==> config.mk <==
export PLATFORM = sky130hd
export DESIGN_NAME = lru_register_slot_cache_top
export DESIGN_NICKNAME = d
export VERILOG_FILES = /design/src/rtl/lrsc_pkg.sv /design/src/rtl/lrsc_slot_engine.sv /design/src/rtl/lrsc_result_queue.sv /design/src/rtl/lru_register_slot_cache_top.sv
export SDC_FILE = /design/constraint.sdc
export NUM_CORES = 1
export LEC_CHECK = 0
export BUFFER_PORTS_ARGS = -buffer_cell sky130_fd_sc_hd__buf_4
export CAP_MARGIN = 20
export CORE_MARGIN = 2
export CORE_UTILIZATION = 45
export CTS_BUF_LIST = sky130_fd_sc_hd__clkbuf_4
export DETAILED_ROUTE_END_ITERATION = 8
export PLACE_DENSITY_LB_ADDON = 0.25
export SLEW_MARGIN = 20
export SYNTH_ARGS = -nofsm -noshare
export SYNTH_HDL_FRONTEND = slang
export SYNTH_SLANG_ARGS = --single-unit
==> constraint.sdc <==
create_clock -name clk -period 12.4 [get_ports clk]
set_clock_uncertainty 0.1 [all_clocks]
set_input_delay 1.24 -clock clk [delete_from_list [all_inputs] [get_ports clk]]
set_output_delay 1.24 -clock clk [all_outputs]
set_load 0.005 [all_outputs]
==> src/rtl/lrsc_pkg.sv <==
// Shared types, constants and helpers for the register slot cache.
// Used by every module of the block; has no dependencies of its own.
`default_nettype none

package lrsc_pkg;

  // slot count and derived sizes
  localparam int NUM_SLOTS = 3;
  localparam int MAX_RES = NUM_SLOTS + 1;
  localparam int RES_IDX_W = (MAX_RES > 1) ? $clog2(MAX_RES) : 1;
  localparam int CNT_W = $clog2(MAX_RES + 1);

  // operation codes
  localparam logic [3:0] MODE_READ = 4'd0;
  localparam logic [3:0] MODE_WRITE = 4'd1;
  localparam logic [3:0] MODE_LOCK = 4'd2;
  localparam logic [3:0] MODE_UNLOCK = 4'd3;
  localparam logic [3:0] MODE_FLUSH = 4'd4;
  localparam logic [3:0] MODE_GATE = 4'd5;
  localparam logic [3:0] MODE_BEGIN = 4'd6;
  localparam logic [3:0] MODE_END = 4'd7;
  localparam logic [3:0] MODE_SPILL = 4'd8;
  localparam logic [3:0] MODE_RELOAD = 4'd9;

  // result kinds
  localparam logic [1:0] KIND_SPILL = 2'd0;
  localparam logic [1:0] KIND_FILL = 2'd1;
  localparam logic [1:0] KIND_DONE = 2'd2;
  localparam logic [1:0] KIND_ERROR = 2'd3;

  // configuration register indexes
  localparam logic CFG_BASE = 1'b0;
  localparam logic CFG_PERSIST = 1'b1;

  // instruction gate fields
  localparam logic [5:0] COP1_OPCODE = 6'd17;
  localparam logic [4:0] FMT_SINGLE = 5'd16;
  localparam logic [4:0] FMT_DOUBLE = 5'd17;
  localparam logic [5:0] FN_ARITH_MAX = 6'd7;
  localparam logic [5:0] FN_CMP_MIN = 6'h30;

  typedef struct packed {
    logic [3:0]  mode;
    logic [4:0]  reg_index;
    logic [3:0]  host_reg;
    logic [31:0] instr_word;
    logic        double_prec;
  } in_word_t;

  typedef struct packed {
    logic [1:0] kind;
    logic [2:0] slot_index;
    logic [4:0] mapped_reg;
    logic       prec;
    logic [3:0] result_reg;
    logic       cache_empty;
    logic       last;
  } out_word_t;

  typedef struct packed {
    logic [3:0] base;
    logic       persist;
  } cfg_t;

  // all result words of one item, packed from index zero
  typedef struct packed {
    logic [CNT_W-1:0]          count;
    out_word_t [MAX_RES-1:0]   words;
  } res_batch_t;

  function automatic out_word_t mk_word(input logic [1:0] kind, input logic [2:0] slot,
                                        input logic [4:0] mreg, input logic prec,
                                        input logic [3:0] rreg, input logic empty,
                                        input logic last);
    out_word_t w;
    w.kind = kind;
    w.slot_index = slot;
    w.mapped_reg = mreg;
    w.prec = prec;
    w.result_reg = rreg;
    w.cache_empty = empty;
    w.last = last;
    return w;
  endfunction

  // cop1 single or double op that understands cached slots
  function automatic logic is_aware(input logic [31:0] w);
    logic [4:0] fmt;
    logic [5:0] fn;
    fmt = w[25:21];
    fn = w[5:0];
    return (w[31:26] == COP1_OPCODE) && (fmt == FMT_SINGLE || fmt == FMT_DOUBLE) &&
           (fn <= FN_ARITH_MAX || fn >= FN_CMP_MIN);
  endfunction

endpackage

`default_nettype wire

==> src/rtl/lrsc_slot_engine.sv <==
// Slot state and the single-pass update for one operation.
// Depends on lrsc_pkg; feeds a batch of result words to lrsc_result_queue.
`default_nettype none

module lrsc_slot_engine (
  input  wire                   clk,
  input  wire                   rst,
  input  lrsc_pkg::cfg_t        cfg,
  input  lrsc_pkg::in_word_t    item,
  input  wire                   item_go,
  output lrsc_pkg::res_batch_t  batch
);

  localparam int N = lrsc_pkg::NUM_SLOTS;

  logic [N-1:0] slot_valid, slot_valid_next;
  logic [N-1:0] slot_dirty, slot_dirty_next;
  logic [N-1:0] slot_locked, slot_locked_next;
  logic [4:0]   slot_reg [N];
  logic [4:0]   slot_reg_next [N];
  logic [31:0]  slot_stamp [N];
  logic [31:0]  slot_stamp_next [N];
  logic [31:0]  use_clock, use_clock_next;
  logic         double_mode, double_mode_next;

  // operation decode, slot search and result packing
  always_comb begin
    logic [lrsc_pkg::CNT_W-1:0] cnt;
    logic       hit_any, free_any, vic_any, err, need_flush;
    logic [2:0] hit_s, free_s, vic_s, sel_s;
    logic [31:0] vic_min, clk_inc;
    logic [3:0] lock_off, done_rreg;

    slot_valid_next = slot_valid;
    slot_dirty_next = slot_dirty;
    slot_locked_next = slot_locked;
    slot_reg_next = slot_reg;
    slot_stamp_next = slot_stamp;
    use_clock_next = use_clock;
    double_mode_next = double_mode;
    batch = '0;
    cnt = '0;
    err = 1'b0;
    need_flush = 1'b0;
    done_rreg = '0;
    sel_s = '0;
    clk_inc = use_clock + 32'd1;
    lock_off = item.host_reg - cfg.base;

    // hit, lowest free slot, oldest unlocked slot
    hit_any = 1'b0;
    hit_s = '0;
    free_any = 1'b0;
    free_s = '0;
    vic_any = 1'b0;
    vic_s = '0;
    vic_min = '0;
    for (int i = 0; i < N; i++) begin
      if (!hit_any && slot_valid[i] && slot_reg[i] == item.reg_index) begin
        hit_any = 1'b1;
        hit_s = 3'(i);
      end
      if (!free_any && !slot_valid[i]) begin
        free_any = 1'b1;
        free_s = 3'(i);
      end
      if (!slot_locked[i] && (!vic_any || slot_stamp[i] < vic_min)) begin
        vic_any = 1'b1;
        vic_s = 3'(i);
        vic_min = slot_stamp[i];
      end
    end

    case (item.mode)
      lrsc_pkg::MODE_READ, lrsc_pkg::MODE_WRITE: begin
        if (hit_any || free_any || vic_any) begin
          if (hit_any) begin
            sel_s = hit_s;
          end else if (free_any) begin
            sel_s = free_s;
          end else begin
            sel_s = vic_s;
          end
          for (int i = 0; i < N; i++) begin
            if (sel_s == 3'(i)) begin
              if (!hit_any) begin
                // victim spill when no free slot was left
                if (!free_any) begin
                  if (slot_dirty[i]) begin
                    batch.words[cnt[lrsc_pkg::RES_IDX_W-1:0]] = lrsc_pkg::mk_word(
                        lrsc_pkg::KIND_SPILL, 3'(i), slot_reg[i], double_mode, '0, 1'b0, 1'b0);
                    cnt = cnt + 1'b1;
                  end
                  slot_locked_next[i] = 1'b0;
                end
                slot_valid_next[i] = 1'b1;
                slot_reg_next[i] = item.reg_index;
                slot_dirty_next[i] = 1'b0;
                if (item.mode == lrsc_pkg::MODE_READ) begin
                  batch.words[cnt[lrsc_pkg::RES_IDX_W-1:0]] = lrsc_pkg::mk_word(
                      lrsc_pkg::KIND_FILL, 3'(i), item.reg_index, double_mode, '0, 1'b0, 1'b0);
                  cnt = cnt + 1'b1;
                end
              end
              if (item.mode == lrsc_pkg::MODE_WRITE) begin
                slot_dirty_next[i] = 1'b1;
              end
              slot_stamp_next[i] = clk_inc;
            end
          end
          use_clock_next = clk_inc;
          done_rreg = cfg.base + {1'b0, sel_s};
        end else begin
          err = 1'b1;
        end
      end
      lrsc_pkg::MODE_LOCK: begin
        for (int i = 0; i < N; i++) begin
          if (item.host_reg >= cfg.base && lock_off == 4'(i)) begin
            slot_locked_next[i] = 1'b1;
          end
        end
      end
      lrsc_pkg::MODE_UNLOCK: begin
        slot_locked_next = '0;
      end
      lrsc_pkg::MODE_FLUSH: begin
        need_flush = 1'b1;
      end
      lrsc_pkg::MODE_GATE: begin
        need_flush = !lrsc_pkg::is_aware(item.instr_word);
      end
      lrsc_pkg::MODE_BEGIN: begin
        if (cfg.persist) begin
          need_flush = (item.double_prec != double_mode);
        end else if (|slot_valid) begin
          err = 1'b1;
        end else begin
          // fresh start: every slot and the use clock back to zero
          for (int i = 0; i < N; i++) begin
            slot_reg_next[i] = '0;
            slot_stamp_next[i] = '0;
          end
          slot_dirty_next = '0;
          use_clock_next = '0;
        end
      end
      lrsc_pkg::MODE_END: begin
        need_flush = !cfg.persist;
      end
      lrsc_pkg::MODE_SPILL: begin
        for (int i = 0; i < N; i++) begin
          if (slot_valid[i] && slot_dirty[i]) begin
            batch.words[cnt[lrsc_pkg::RES_IDX_W-1:0]] = lrsc_pkg::mk_word(
                lrsc_pkg::KIND_SPILL, 3'(i), slot_reg[i], double_mode, '0, 1'b0, 1'b0);
            cnt = cnt + 1'b1;
          end
        end
      end
      lrsc_pkg::MODE_RELOAD: begin
        for (int i = 0; i < N; i++) begin
          if (slot_valid[i]) begin
            batch.words[cnt[lrsc_pkg::RES_IDX_W-1:0]] = lrsc_pkg::mk_word(
                lrsc_pkg::KIND_FILL, 3'(i), slot_reg[i], double_mode, '0, 1'b0, 1'b0);
            cnt = cnt + 1'b1;
          end
        end
      end
      default: begin
      end
    endcase

    // flush: spill dirty slots at the old precision, then empty every slot
    if (need_flush) begin
      for (int i = 0; i < N; i++) begin
        if (slot_valid[i] && slot_dirty[i]) begin
          batch.words[cnt[lrsc_pkg::RES_IDX_W-1:0]] = lrsc_pkg::mk_word(
              lrsc_pkg::KIND_SPILL, 3'(i), slot_reg[i], double_mode, '0, 1'b0, 1'b0);
          cnt = cnt + 1'b1;
        end
        slot_reg_next[i] = '0;
      end
      slot_valid_next = '0;
      slot_dirty_next = '0;
      slot_locked_next = '0;
    end

    // begin sets the precision and drops all locks
    if (item.mode == lrsc_pkg::MODE_BEGIN && !err) begin
      double_mode_next = item.double_prec;
      slot_locked_next = '0;
    end

    // closing word
    if (err) begin
      batch.words[cnt[lrsc_pkg::RES_IDX_W-1:0]] = lrsc_pkg::mk_word(
          lrsc_pkg::KIND_ERROR, '0, '0, double_mode, '0, 1'b0, 1'b1);
      slot_valid_next = slot_valid;
      slot_dirty_next = slot_dirty;
      slot_locked_next = slot_locked;
      slot_reg_next = slot_reg;
      slot_stamp_next = slot_stamp;
      use_clock_next = use_clock;
      double_mode_next = double_mode;
    end else begin
      batch.words[cnt[lrsc_pkg::RES_IDX_W-1:0]] = lrsc_pkg::mk_word(
          lrsc_pkg::KIND_DONE, '0, '0, double_mode_next, done_rreg,
          ~|slot_valid_next, 1'b1);
    end
    batch.count = cnt + 1'b1;
  end

  // slot state
  always_ff @(posedge clk) begin
    if (rst) begin
      slot_valid <= '0;
      slot_dirty <= '0;
      slot_locked <= '0;
      use_clock <= '0;
      double_mode <= 1'b0;
      for (int i = 0; i < N; i++) begin
        slot_reg[i] <= '0;
        slot_stamp[i] <= '0;
      end
    end else if (item_go) begin
      slot_valid <= slot_valid_next;
      slot_dirty <= slot_dirty_next;
      slot_locked <= slot_locked_next;
      use_clock <= use_clock_next;
      double_mode <= double_mode_next;
      slot_reg <= slot_reg_next;
      slot_stamp <= slot_stamp_next;
    end
  end

`ifndef SYNTHESIS
  // state only moves when an operation is taken
  assert property (@(posedge clk) disable iff (rst)
    !item_go |=> $stable(use_clock) && $stable(slot_valid) && $stable(slot_locked))
    else $error("slot state changed without an operation");
`endif

endmodule

`default_nettype wire

==> src/rtl/lrsc_result_queue.sv <==
// Result queue: holds the words of one operation and sends them one a cycle while out_ready is high.
// Depends on lrsc_pkg; loaded from lrsc_slot_engine.
`default_nettype none

module lrsc_result_queue (
  input  wire                   clk,
  input  wire                   rst,
  input  lrsc_pkg::res_batch_t  batch,
  input  wire                   load,
  output logic                  can_load,
  output logic                  out_valid,
  input  wire                   out_ready,
  output lrsc_pkg::out_word_t   out_data
);

  localparam int M = lrsc_pkg::MAX_RES;

  lrsc_pkg::out_word_t        words [M];
  logic [lrsc_pkg::CNT_W-1:0] q_cnt;
  logic                       pop;

  assign out_valid = (q_cnt != '0);
  assign out_data = words[0];
  assign pop = out_valid && out_ready;
  // room once the queue is empty or its last word leaves now
  assign can_load = (q_cnt == '0) || (q_cnt == lrsc_pkg::CNT_W'(1) && pop);

  // word count
  always_ff @(posedge clk) begin
    if (rst) begin
      q_cnt <= '0;
    end else if (load) begin
      q_cnt <= batch.count;
    end else if (pop) begin
      q_cnt <= q_cnt - 1'b1;
    end
  end

  // word storage, head at entry zero
  always_ff @(posedge clk) begin
    if (load) begin
      for (int i = 0; i < M; i++) begin
        words[i] <= batch.words[i];
      end
    end else if (pop) begin
      for (int i = 0; i < M - 1; i++) begin
        words[i] <= words[i + 1];
      end
    end
  end

`ifndef SYNTHESIS
  // a new batch never overwrites words still waiting
  assert property (@(posedge clk) disable iff (rst)
    load |-> (q_cnt == '0 || (q_cnt == lrsc_pkg::CNT_W'(1) && pop)))
    else $error("result batch loaded over pending words");

  // the last flag marks exactly the final queued word
  assert property (@(posedge clk) disable iff (rst)
    out_valid |-> (words[0].last == (q_cnt == lrsc_pkg::CNT_W'(1))))
    else $error("last flag out of step with queue count");
`endif

endmodule

`default_nettype wire

==> src/rtl/lru_register_slot_cache_top.sv <==
// Path: an input word is taken into the input register; its result words are
// loaded into the result queue once that has room, and offered from there.
// Throughput: one input word per cycle while out_ready holds high and each item
// yields one word; more words hold the queue and input until the last is taken.
// Reset (synchronous): slots empty and unlocked, stamps and use clock zero,
// single precision, slot base 0, persistent mode on.
// Top level of the register slot cache; depends on lrsc_pkg and its submodules.
`default_nettype none

module lru_register_slot_cache_top (
  input  wire                  clk,
  input  wire                  rst,
  input  wire                  in_valid,
  output logic                 in_ready,
  input  lrsc_pkg::in_word_t   in_data,
  output logic                 out_valid,
  input  wire                  out_ready,
  output lrsc_pkg::out_word_t  out_data,
  input  wire                  cfg_we,
  input  wire                  cfg_index,
  input  wire [3:0]            cfg_data
);

  lrsc_pkg::cfg_t        cfg;
  lrsc_pkg::in_word_t    item;
  logic                  item_valid;
  logic                  item_go;
  logic                  q_can_load;
  lrsc_pkg::res_batch_t  batch;

  assign item_go = item_valid && q_can_load;
  assign in_ready = !item_valid || q_can_load;

  // configuration registers
  always_ff @(posedge clk) begin
    if (rst) begin
      cfg.base <= '0;
      cfg.persist <= 1'b1;
    end else if (cfg_we) begin
      case (cfg_index)
        lrsc_pkg::CFG_BASE:    cfg.base <= cfg_data;
        lrsc_pkg::CFG_PERSIST: cfg.persist <= cfg_data[0];
        default: begin
        end
      endcase
    end
  end

  // input register
  always_ff @(posedge clk) begin
    if (rst) begin
      item_valid <= 1'b0;
    end else if (in_ready) begin
      item_valid <= in_valid;
    end
  end

  always_ff @(posedge clk) begin
    if (in_ready && in_valid) begin
      item <= in_data;
    end
  end

  lrsc_slot_engine u_engine (
    .clk     (clk),
    .rst     (rst),
    .cfg     (cfg),
    .item    (item),
    .item_go (item_go),
    .batch   (batch)
  );

  lrsc_result_queue u_queue (
    .clk       (clk),
    .rst       (rst),
    .batch     (batch),
    .load      (item_go),
    .can_load  (q_can_load),
    .out_valid (out_valid),
    .out_ready (out_ready),
    .out_data  (out_data)
  );

endmodule

`default_nettype wire
==> results of run 1 <==
[path summary, 6_finish.rpt]
| check | startpoint | endpoint | slack, ps | cells past startpoint |
|---|---|---|---|---|
| worst min-delay path | u_engine.slot_stamp[87]$_SDFFE_PP0P_ | u_engine.slot_stamp[87]$_SDFFE_PP0P_ | 360 | 2 |
| worst max-delay path | u_engine.slot_locked[0]$_SDFFE_PP0P_ | u_queue.words[2][6]$_DFFE_PP_ | 770 | 60 |
| worst max register to register | u_engine.slot_locked[0]$_SDFFE_PP0P_ | u_queue.words[2][6]$_DFFE_PP_ | 770 | 60 |
| worst min register to register | u_engine.slot_stamp[87]$_SDFFE_PP0P_ | u_engine.slot_stamp[87]$_SDFFE_PP0P_ | 360 | 2 |
[cells in the mapped netlist, drive strengths merged, types with 12 or more instances]
library cell | instances | area, um^2
clkbuf | 104 | 390
o21ai | 71 | 378
ha | 117 | 1460
nand3 | 57 | 285
and2 | 23 | 146
nand2b | 41 | 257
buf | 45 | 251
nor3 | 31 | 176
a21oi | 298 | 1510
edfxtp | 87 | 2610
inv | 49 | 184
or3 | 12 | 75.1
xnor2 | 28 | 245
nand4 | 27 | 175
mux2i | 17 | 170
and3 | 45 | 282
nor2 | 202 | 766
a211oi | 25 | 188
dfxtp | 162 | 3240
xor2 | 34 | 298
a32o | 14 | 140
nand2 | 408 | 1530
a31oi | 15 | 109
o22ai | 22 | 138
a22oi | 14 | 105
[routing by layer]
metal / share of wire / wire length [um] / up-vias
li1: - / - / 7551
met1: 0.45 / 24100 / 7439
met2: 0.43 / 23200 / 718
met3: 0.084 / 4550 / 151
met4: 0.040 / 2170 / 0
met5: 0 / 0 / -
[report_power, final]
group | total [mW] | internal [mW] | leakage (nW) | switching (mW)
clock | 0.802 | 0.426 | 0.548 | 0.376
sequential | 1.03 | 0.971 | 2.16 | 0.0585
combinational | 0.449 | 0.152 | 4.08 | 0.297
[worst max-delay path: cells and delay by family, from the launching register on]
family,cells,cell delay (ps)
compound gates,25,4570
fa+ha+maj,10,2750
simple gates,19,2460
buf+inv,6,980
flops,1,420
[layout make-up]
cell class / instances / area [um^2]
flip-flops and latches: 249 / 5860
fillers: 3554 / 18000
diodes: 1 / 2.50
repair buffers: 127 / 966
clock inverters: 15 / 91.3
clock buffers: 111 / 833
well taps: 468 / 586
inverters: 50 / 188
multi-input cells: 1642 / 9810
[cell families after synthesis]
group	after synthesis	share of synthesized area
simple gates	870	0.238
compound gates	570	0.219
flops	249	0.356
buf+inv	199	0.0504
fa+ha+maj	119	0.0914
xor+xnor	62	0.0330
mux	20	0.0124
other cells	1	0.000228
==> summary.txt, run 1 <==
GLOBAL ROUTE
-----------------------------------------------------------------------------------------
GR Util met3                                                                       0.0530
Met1 layer usage reported by global route                                           0.387
Aggregate global-route resource usage                                               0.279
Maximum number of pins on one net before global-route repair                           96
Number of global-route vias before repair                                           15100
Global routing met2 resource utilization                                            0.422
Sum of overflow across all layers after global routing                                  0
Antenna violations before repair                                                        1
Global-route wire length before repair                                           83300 um
Layer carrying the most global-route usage                                           met2

LAYOUT
-----------------------------------------------------------------------------------------
Number of flip-flops under the largest register name                                   96
Nets                                                                                 2317
Area growth from synthesis to layout                                                11.4%
Commonest cells after routing, fill and taps aside                           406 x sky130_fd_sc_hd__nand2_1, 291 x sky130_fd_sc_hd__a21oi_1, 197 x sky130_fd_sc_hd__nor2_1
Largest registers                                                            u_engine.slot_stamp x96, u_queue.words x60, u_engine.use_clock x32
Filler-free cell count of the finished design                                        2663
Fin util                                                                            0.505
Share of final-layout standard cells stronger than drive strength 1                 0.133
Post-route design area                                                         18300 um^2
Most frequent standard cell in the layout excluding fill and tap cells       sky130_fd_sc_hd__nand2_1
Reg with most FFs                                                            u_engine.slot_stamp

CLOCKING
-----------------------------------------------------------------------------------------
Post-CTS Resized                                                                        0
Buffer depth of the longest clock path                                                  3
Clock root buffer                                                            sky130_fd_sc_hd__clkbuf_4
Hold_buf cts                                                                            0
Clk_lat worst skew                                                                 770 ps
Clock tree from TritonCTS                                                            done
CTS Buf Count                                                                          72
# clock sinks                                                                         249
Number of setup buffers added after CTS                                                 0
Register clock-pin slew on the reported worst setup and hold paths                  70 ps
CTS H-Tree Depth                                                                        3

SETUP PATH
-----------------------------------------------------------------------------------------
Slowest Stage Delay on Critical Path                                               500 ps
Worst-path fanout max                                                                  38
Critical Path Source Type                                                        register
Critical Path RT                                                                 12750 ps
Slowest library cell on the worst path                                       sky130_fd_sc_hd__nor3_1
Worst path arrival time                                                          11980 ps
Worst Setup End Kind                                                             register
CP Class                                                                          reg2reg
Most frequent cell on the critical path                                      sky130_fd_sc_hd__ha_1

POWER AND IR DROP
-----------------------------------------------------------------------------------------
Leakage power total                                                               6.79 nW
Total power density per cell area                                             124 nW/um^2
Power Total                                                                       2.28 mW
Peak ir drop on the vdd network                                                 0.0861 mV

TIMING
-----------------------------------------------------------------------------------------
Highest clock rate                                                               86.0 MHz
Period utilization                                                                  0.938
Worst Tran Pin Value                                                              1050 ps
Worst-case headroom to the max-slew limit                                           0.297
Total Neg Setup Slack                                                                0 ps
Worst setup margin                                                                 769 ps
Number of endpoints with negative hold slack in the final report                        0
Worst hold margin                                                                  356 ps
Number of pins exceeding their max-slew limit in the final report                       0
Final setup viols                                                                       0
Final critical path time including I/O delays and setup                          11630 ps
Unrepaired setup endpoints after global routing                                        no

DETAILED ROUTING
-----------------------------------------------------------------------------------------
First-pass iteration count of the detailed router                                       5
Violation count after the first detailed-route iteration                             1615
Number of vias in the routed layout                                                 15900
Total length of routed wires                                                     54000 um
Routed via count divided by cell count                                               5.96
Drc violations                                                                          0
Post-route ant nets                                                                     0
Drt wl/cell                                                                       20.3 um

PLACED DESIGN
-----------------------------------------------------------------------------------------
Cell area after placement                                                      17400 um^2
Port Buf Inserts                                                                       54
Worst slack at placement                                                           176 ps
Post-DP HPWL                                                                     37100 um
Placed cells                                                                         2536
Routability-driven placement congestion ratio                                       0.976

OUTCOME
-----------------------------------------------------------------------------------------
Result of the run                                                            finished clean

FLOORPLAN
-----------------------------------------------------------------------------------------
Num ports                                                                              75
Core area                                                                      36300 um^2
Row count                                                                              70
Initial Utilization                                                                 0.453
Vertical extent of the die                                                         195 um
Die width                                                                          195 um
Die footprint                                                                  38100 um^2

SYNTHESIS
-----------------------------------------------------------------------------------------
Yosys warning total                                                                     0
Number of library cell types mapped by synthesis                                       87
Most frequently used flop master after synthesis                             sky130_fd_sc_hd__dfxtp_1
Post-synthesis sequential area ratio                                                0.356
Number of synthesized flops with an enable pin                                         87
Synthesized net count                                                                2265
Post-Syn Area                                                                  16500 um^2
FF+latch count, synth                                                                 249
Post-Syn Area per Cell                                                          7.87 um^2
Gate count after technology mapping                                                  2090
Proportion of register bits with asynchronous set or reset after synthesis              0

FLOW RUN
-----------------------------------------------------------------------------------------
Max-cap violations                                                                      0

MIN PATH
-----------------------------------------------------------------------------------------
Class of the most critical hold timing path                                       reg2reg

Note: power is estimated with default switching activity, not from simulation.
==> run 2, diff against run 1 <==
--- a/config.mk
+++ b/config.mk
@@ -15,4 +15,5 @@
 export SLEW_MARGIN = 20
 export SYNTH_ARGS = -nofsm -noshare
 export SYNTH_HDL_FRONTEND = slang
+export SYNTH_HIERARCHICAL = 1
 export SYNTH_SLANG_ARGS = --single-unit
==> summary.txt, run 2 <==
PLACED DESIGN
-------------------------------------------------------------------------------------
Post-DP HPWL                                                                 34800 um   -6.0%
Worst slack at placement                                                       502 ps   +326 ps
Port Buf Inserts                                                                   55   +1.9%
Routability-driven placement congestion ratio                                   0.966   -1.1%
Cell area after placement                                                  17400 um^2   -0.16%

LAYOUT
-------------------------------------------------------------------------------------
Largest registers                                                        u_engine/slot_stamp x96, u_queue/words x68, u_engine/use_clock x32
Share of final-layout standard cells stronger than drive strength 1             0.144   +0.0112
Storage cell area                                                           6100 um^2   +4.1%
Fin util                                                                        0.504   -0.000697
Reg with most FFs                                                        u_engine/slot_stamp
Area growth from synthesis to layout                                            10.9%
Nets                                                                             2202   -5.0%
Commonest cells after routing, fill and taps aside                       354 x sky130_fd_sc_hd__nand2_1, 234 x sky130_fd_sc_hd__a21oi_1, 193 x sky130_fd_sc_hd__nor2_1
Number of flip-flops under the largest register name                               96   unchanged
Post-route design area                                                     18400 um^2   +0.10%
Multi-input gate area                                                       9650 um^2   -1.6%
Most frequent standard cell in the layout excluding fill and tap cells   sky130_fd_sc_hd__nand2_1
Layout fillers                                                                   3511   -1.2%

TIMING
-------------------------------------------------------------------------------------
Total Neg Setup Slack                                                            0 ps   unchanged
Final critical path time including I/O delays and setup                      11650 ps   +19.5 ps
Number of pins exceeding their max-slew limit in the final report                   0   unchanged
Period utilization                                                              0.940   +0.00157
Unrepaired setup endpoints after global routing                                    no
Worst setup margin                                                             749 ps   -19.5 ps
Final setup viols                                                                   0   unchanged
Number of endpoints with negative hold slack in the final report                    0   unchanged
Worst hold margin                                                              355 ps   -0.635 ps
Worst-case headroom to the max-slew limit                                       0.267   -0.0305
Highest clock rate                                                           85.8 MHz   -0.17%
Worst Tran Pin Value                                                          1100 ps   +48.8 ps

CLOCKING
-------------------------------------------------------------------------------------
CTS Buf Count                                                                      75   +4.2%
Clock root buffer                                                        sky130_fd_sc_hd__clkbuf_4
Clock tree from TritonCTS                                                        done
CTS H-Tree Depth                                                                    3   unchanged
Clk_lat worst skew                                                             750 ps   -20 ps
# clock sinks                                                                     257   +3.2%
Buffer depth of the longest clock path                                              3   unchanged
Register clock-pin slew on the reported worst setup and hold paths              70 ps   about the same
Hold_buf cts                                                                        0   unchanged

SYNTHESIS
-------------------------------------------------------------------------------------
Post-Syn Area                                                              16600 um^2   +0.59%
Gate count after technology mapping                                              1979   -5.3%
Yosys warning total                                                                 6   +6
Post-Syn Area per Cell                                                      8.36 um^2   +6.2%

MIN PATH
-------------------------------------------------------------------------------------
Launch instance of the worst min-delay path                              u_engine/slot_stamp[65]$_SDFFE_PP0P_
Class of the most critical hold timing path                                   reg2reg

SETUP PATH
-------------------------------------------------------------------------------------
Worst path arrival time                                                      12010 ps   +30 ps
CP Class                                                                      reg2reg
Critical Path RT                                                             12760 ps   about the same
Worst-path fanout max                                                              17   -55%
Startpoint of the most critical setup path                               u_engine/slot_locked[0]$_SDFFE_PP0P_
Reg2reg start                                                            u_engine/slot_locked[0]$_SDFFE_PP0P_
Most frequent cell on the critical path                                  sky130_fd_sc_hd__ha_1
Critical Path Source Type                                                    register
Slowest library cell on the worst path                                   sky130_fd_sc_hd__dfxtp_2
Worst Setup End Kind                                                         register
Slowest Stage Delay on Critical Path                                           420 ps   -80 ps

GLOBAL ROUTE
-------------------------------------------------------------------------------------
Aggregate global-route resource usage                                           0.259   -0.0206
Maximum number of pins on one net before global-route repair                       74   -23%
Global-route wire length before repair                                       78300 um   -6.1%
Sum of overflow across all layers after global routing                              0   unchanged
Antenna violations before repair                                                    1   unchanged
Number of global-route vias before repair                                       14400   -5.2%

FLOORPLAN
-------------------------------------------------------------------------------------
Row count                                                                          70   unchanged
Core area                                                                  36400 um^2   +0.24%
Num ports                                                                          75   unchanged
Initial Utilization                                                             0.454   +0.00159
Vertical extent of the die                                                     196 um   +0.29%
Die footprint                                                              38300 um^2   +0.58%
Die width                                                                      196 um   +0.29%

DETAILED ROUTING
-------------------------------------------------------------------------------------
Violation count after the first detailed-route iteration                         1184   -27%
Post-route ant nets                                                                 0   unchanged
Number of vias in the routed layout                                             15000   -5.3%
Routed via count divided by cell count                                           5.88   -1.3%
First-pass iteration count of the detailed router                                   7   +2
Drc violations                                                                      0   unchanged
Total length of routed wires                                                 49700 um   -8.1%
Drt wl/cell                                                                   19.4 um   -4.2%

POWER AND IR DROP
-------------------------------------------------------------------------------------
Leakage power total                                                           7.10 nW   +4.5%
Peak ir drop on the vdd network                                             0.0768 mV   -11%
Total power density per cell area                                         128 nW/um^2   +3.1%

OUTCOME
-------------------------------------------------------------------------------------
Result of the run                                                        finished clean

FLOW RUN
-------------------------------------------------------------------------------------
Max-cap violations                                                                  0   unchanged

==> run 2: path summary, 6_finish.rpt <==
path / to / slack, ps / cells after the start
worst min register to register: u_engine/slot_stamp[65]$_SDFFE_PP0P_ / 360 / 2
worst min-delay path: u_engine/slot_stamp[65]$_SDFFE_PP0P_ / 360 / 2
worst max register to register: u_queue/words[1][15]$_DFFE_PP_ / 750 / 55
worst max-delay path: u_queue/words[1][15]$_DFFE_PP_ / 750 / 55
==> run 2: area by class of cell <==
type	instances	share of cell area
repair buffers	104	0.0446
multi-input cells	1528	0.526
clock buffers	108	0.0442
flip-flops and latches	257	0.332
diodes	2	0.000273
inverters	62	0.0129
clock inverters	27	0.00811
well taps	468	0.0319
==> run 2: report_power, final <==
| part | internal, mW | total [mW] | switching, mW | leakage [nW] |
|---|---|---|---|---|
| Clock | 0.424 | 0.795 | 0.371 | 0.559 |
| Sequential | 0.995 | 1.05 | 0.0549 | 2.23 |
| Combinational | 0.224 | 0.511 | 0.287 | 4.31 |
| Total | 1.64 | 2.36 | 0.713 | 7.10 |
==> run 2: routing by layer <==
layer	vias up	part of all wire	GRT usage
met5	-	0	0
met4	0	0.028	0.101
met3	98	0.084	0.0478
met2	658	0.44	0.397
met1	7068	0.45	0.362
li1	7193	-	-
==> run 2: per-stage QoR <==
stage	power, mW	instances
3_3_place_gp	1.55	2418
3_5_place_dp	1.56	2418
4_1_cts	2.37	2553
6_report	2.36	2556
2_1_floorplan	1.39	1982
5_1_grt	2.48	2555
==> run 2: worst max-delay path: cells and delay by family, from the launching register on <==
family / cells / cell delay (ps)
adder cells (fa/ha/maj): 10 / 2800
buffers and inverters: 7 / 1330
multiplexers: 3 / 650
flip-flops: 1 / 420
AND/OR/NAND/NOR: 14 / 1970
AO/OA/AOI/OAI: 21 / 4070
==> run 2: what timing repair did <==
action | CTS | global route
endpoints found under the setup margin | 0 | 42
setup buffers | 0 | 1
gates resized for setup | 0 | 4
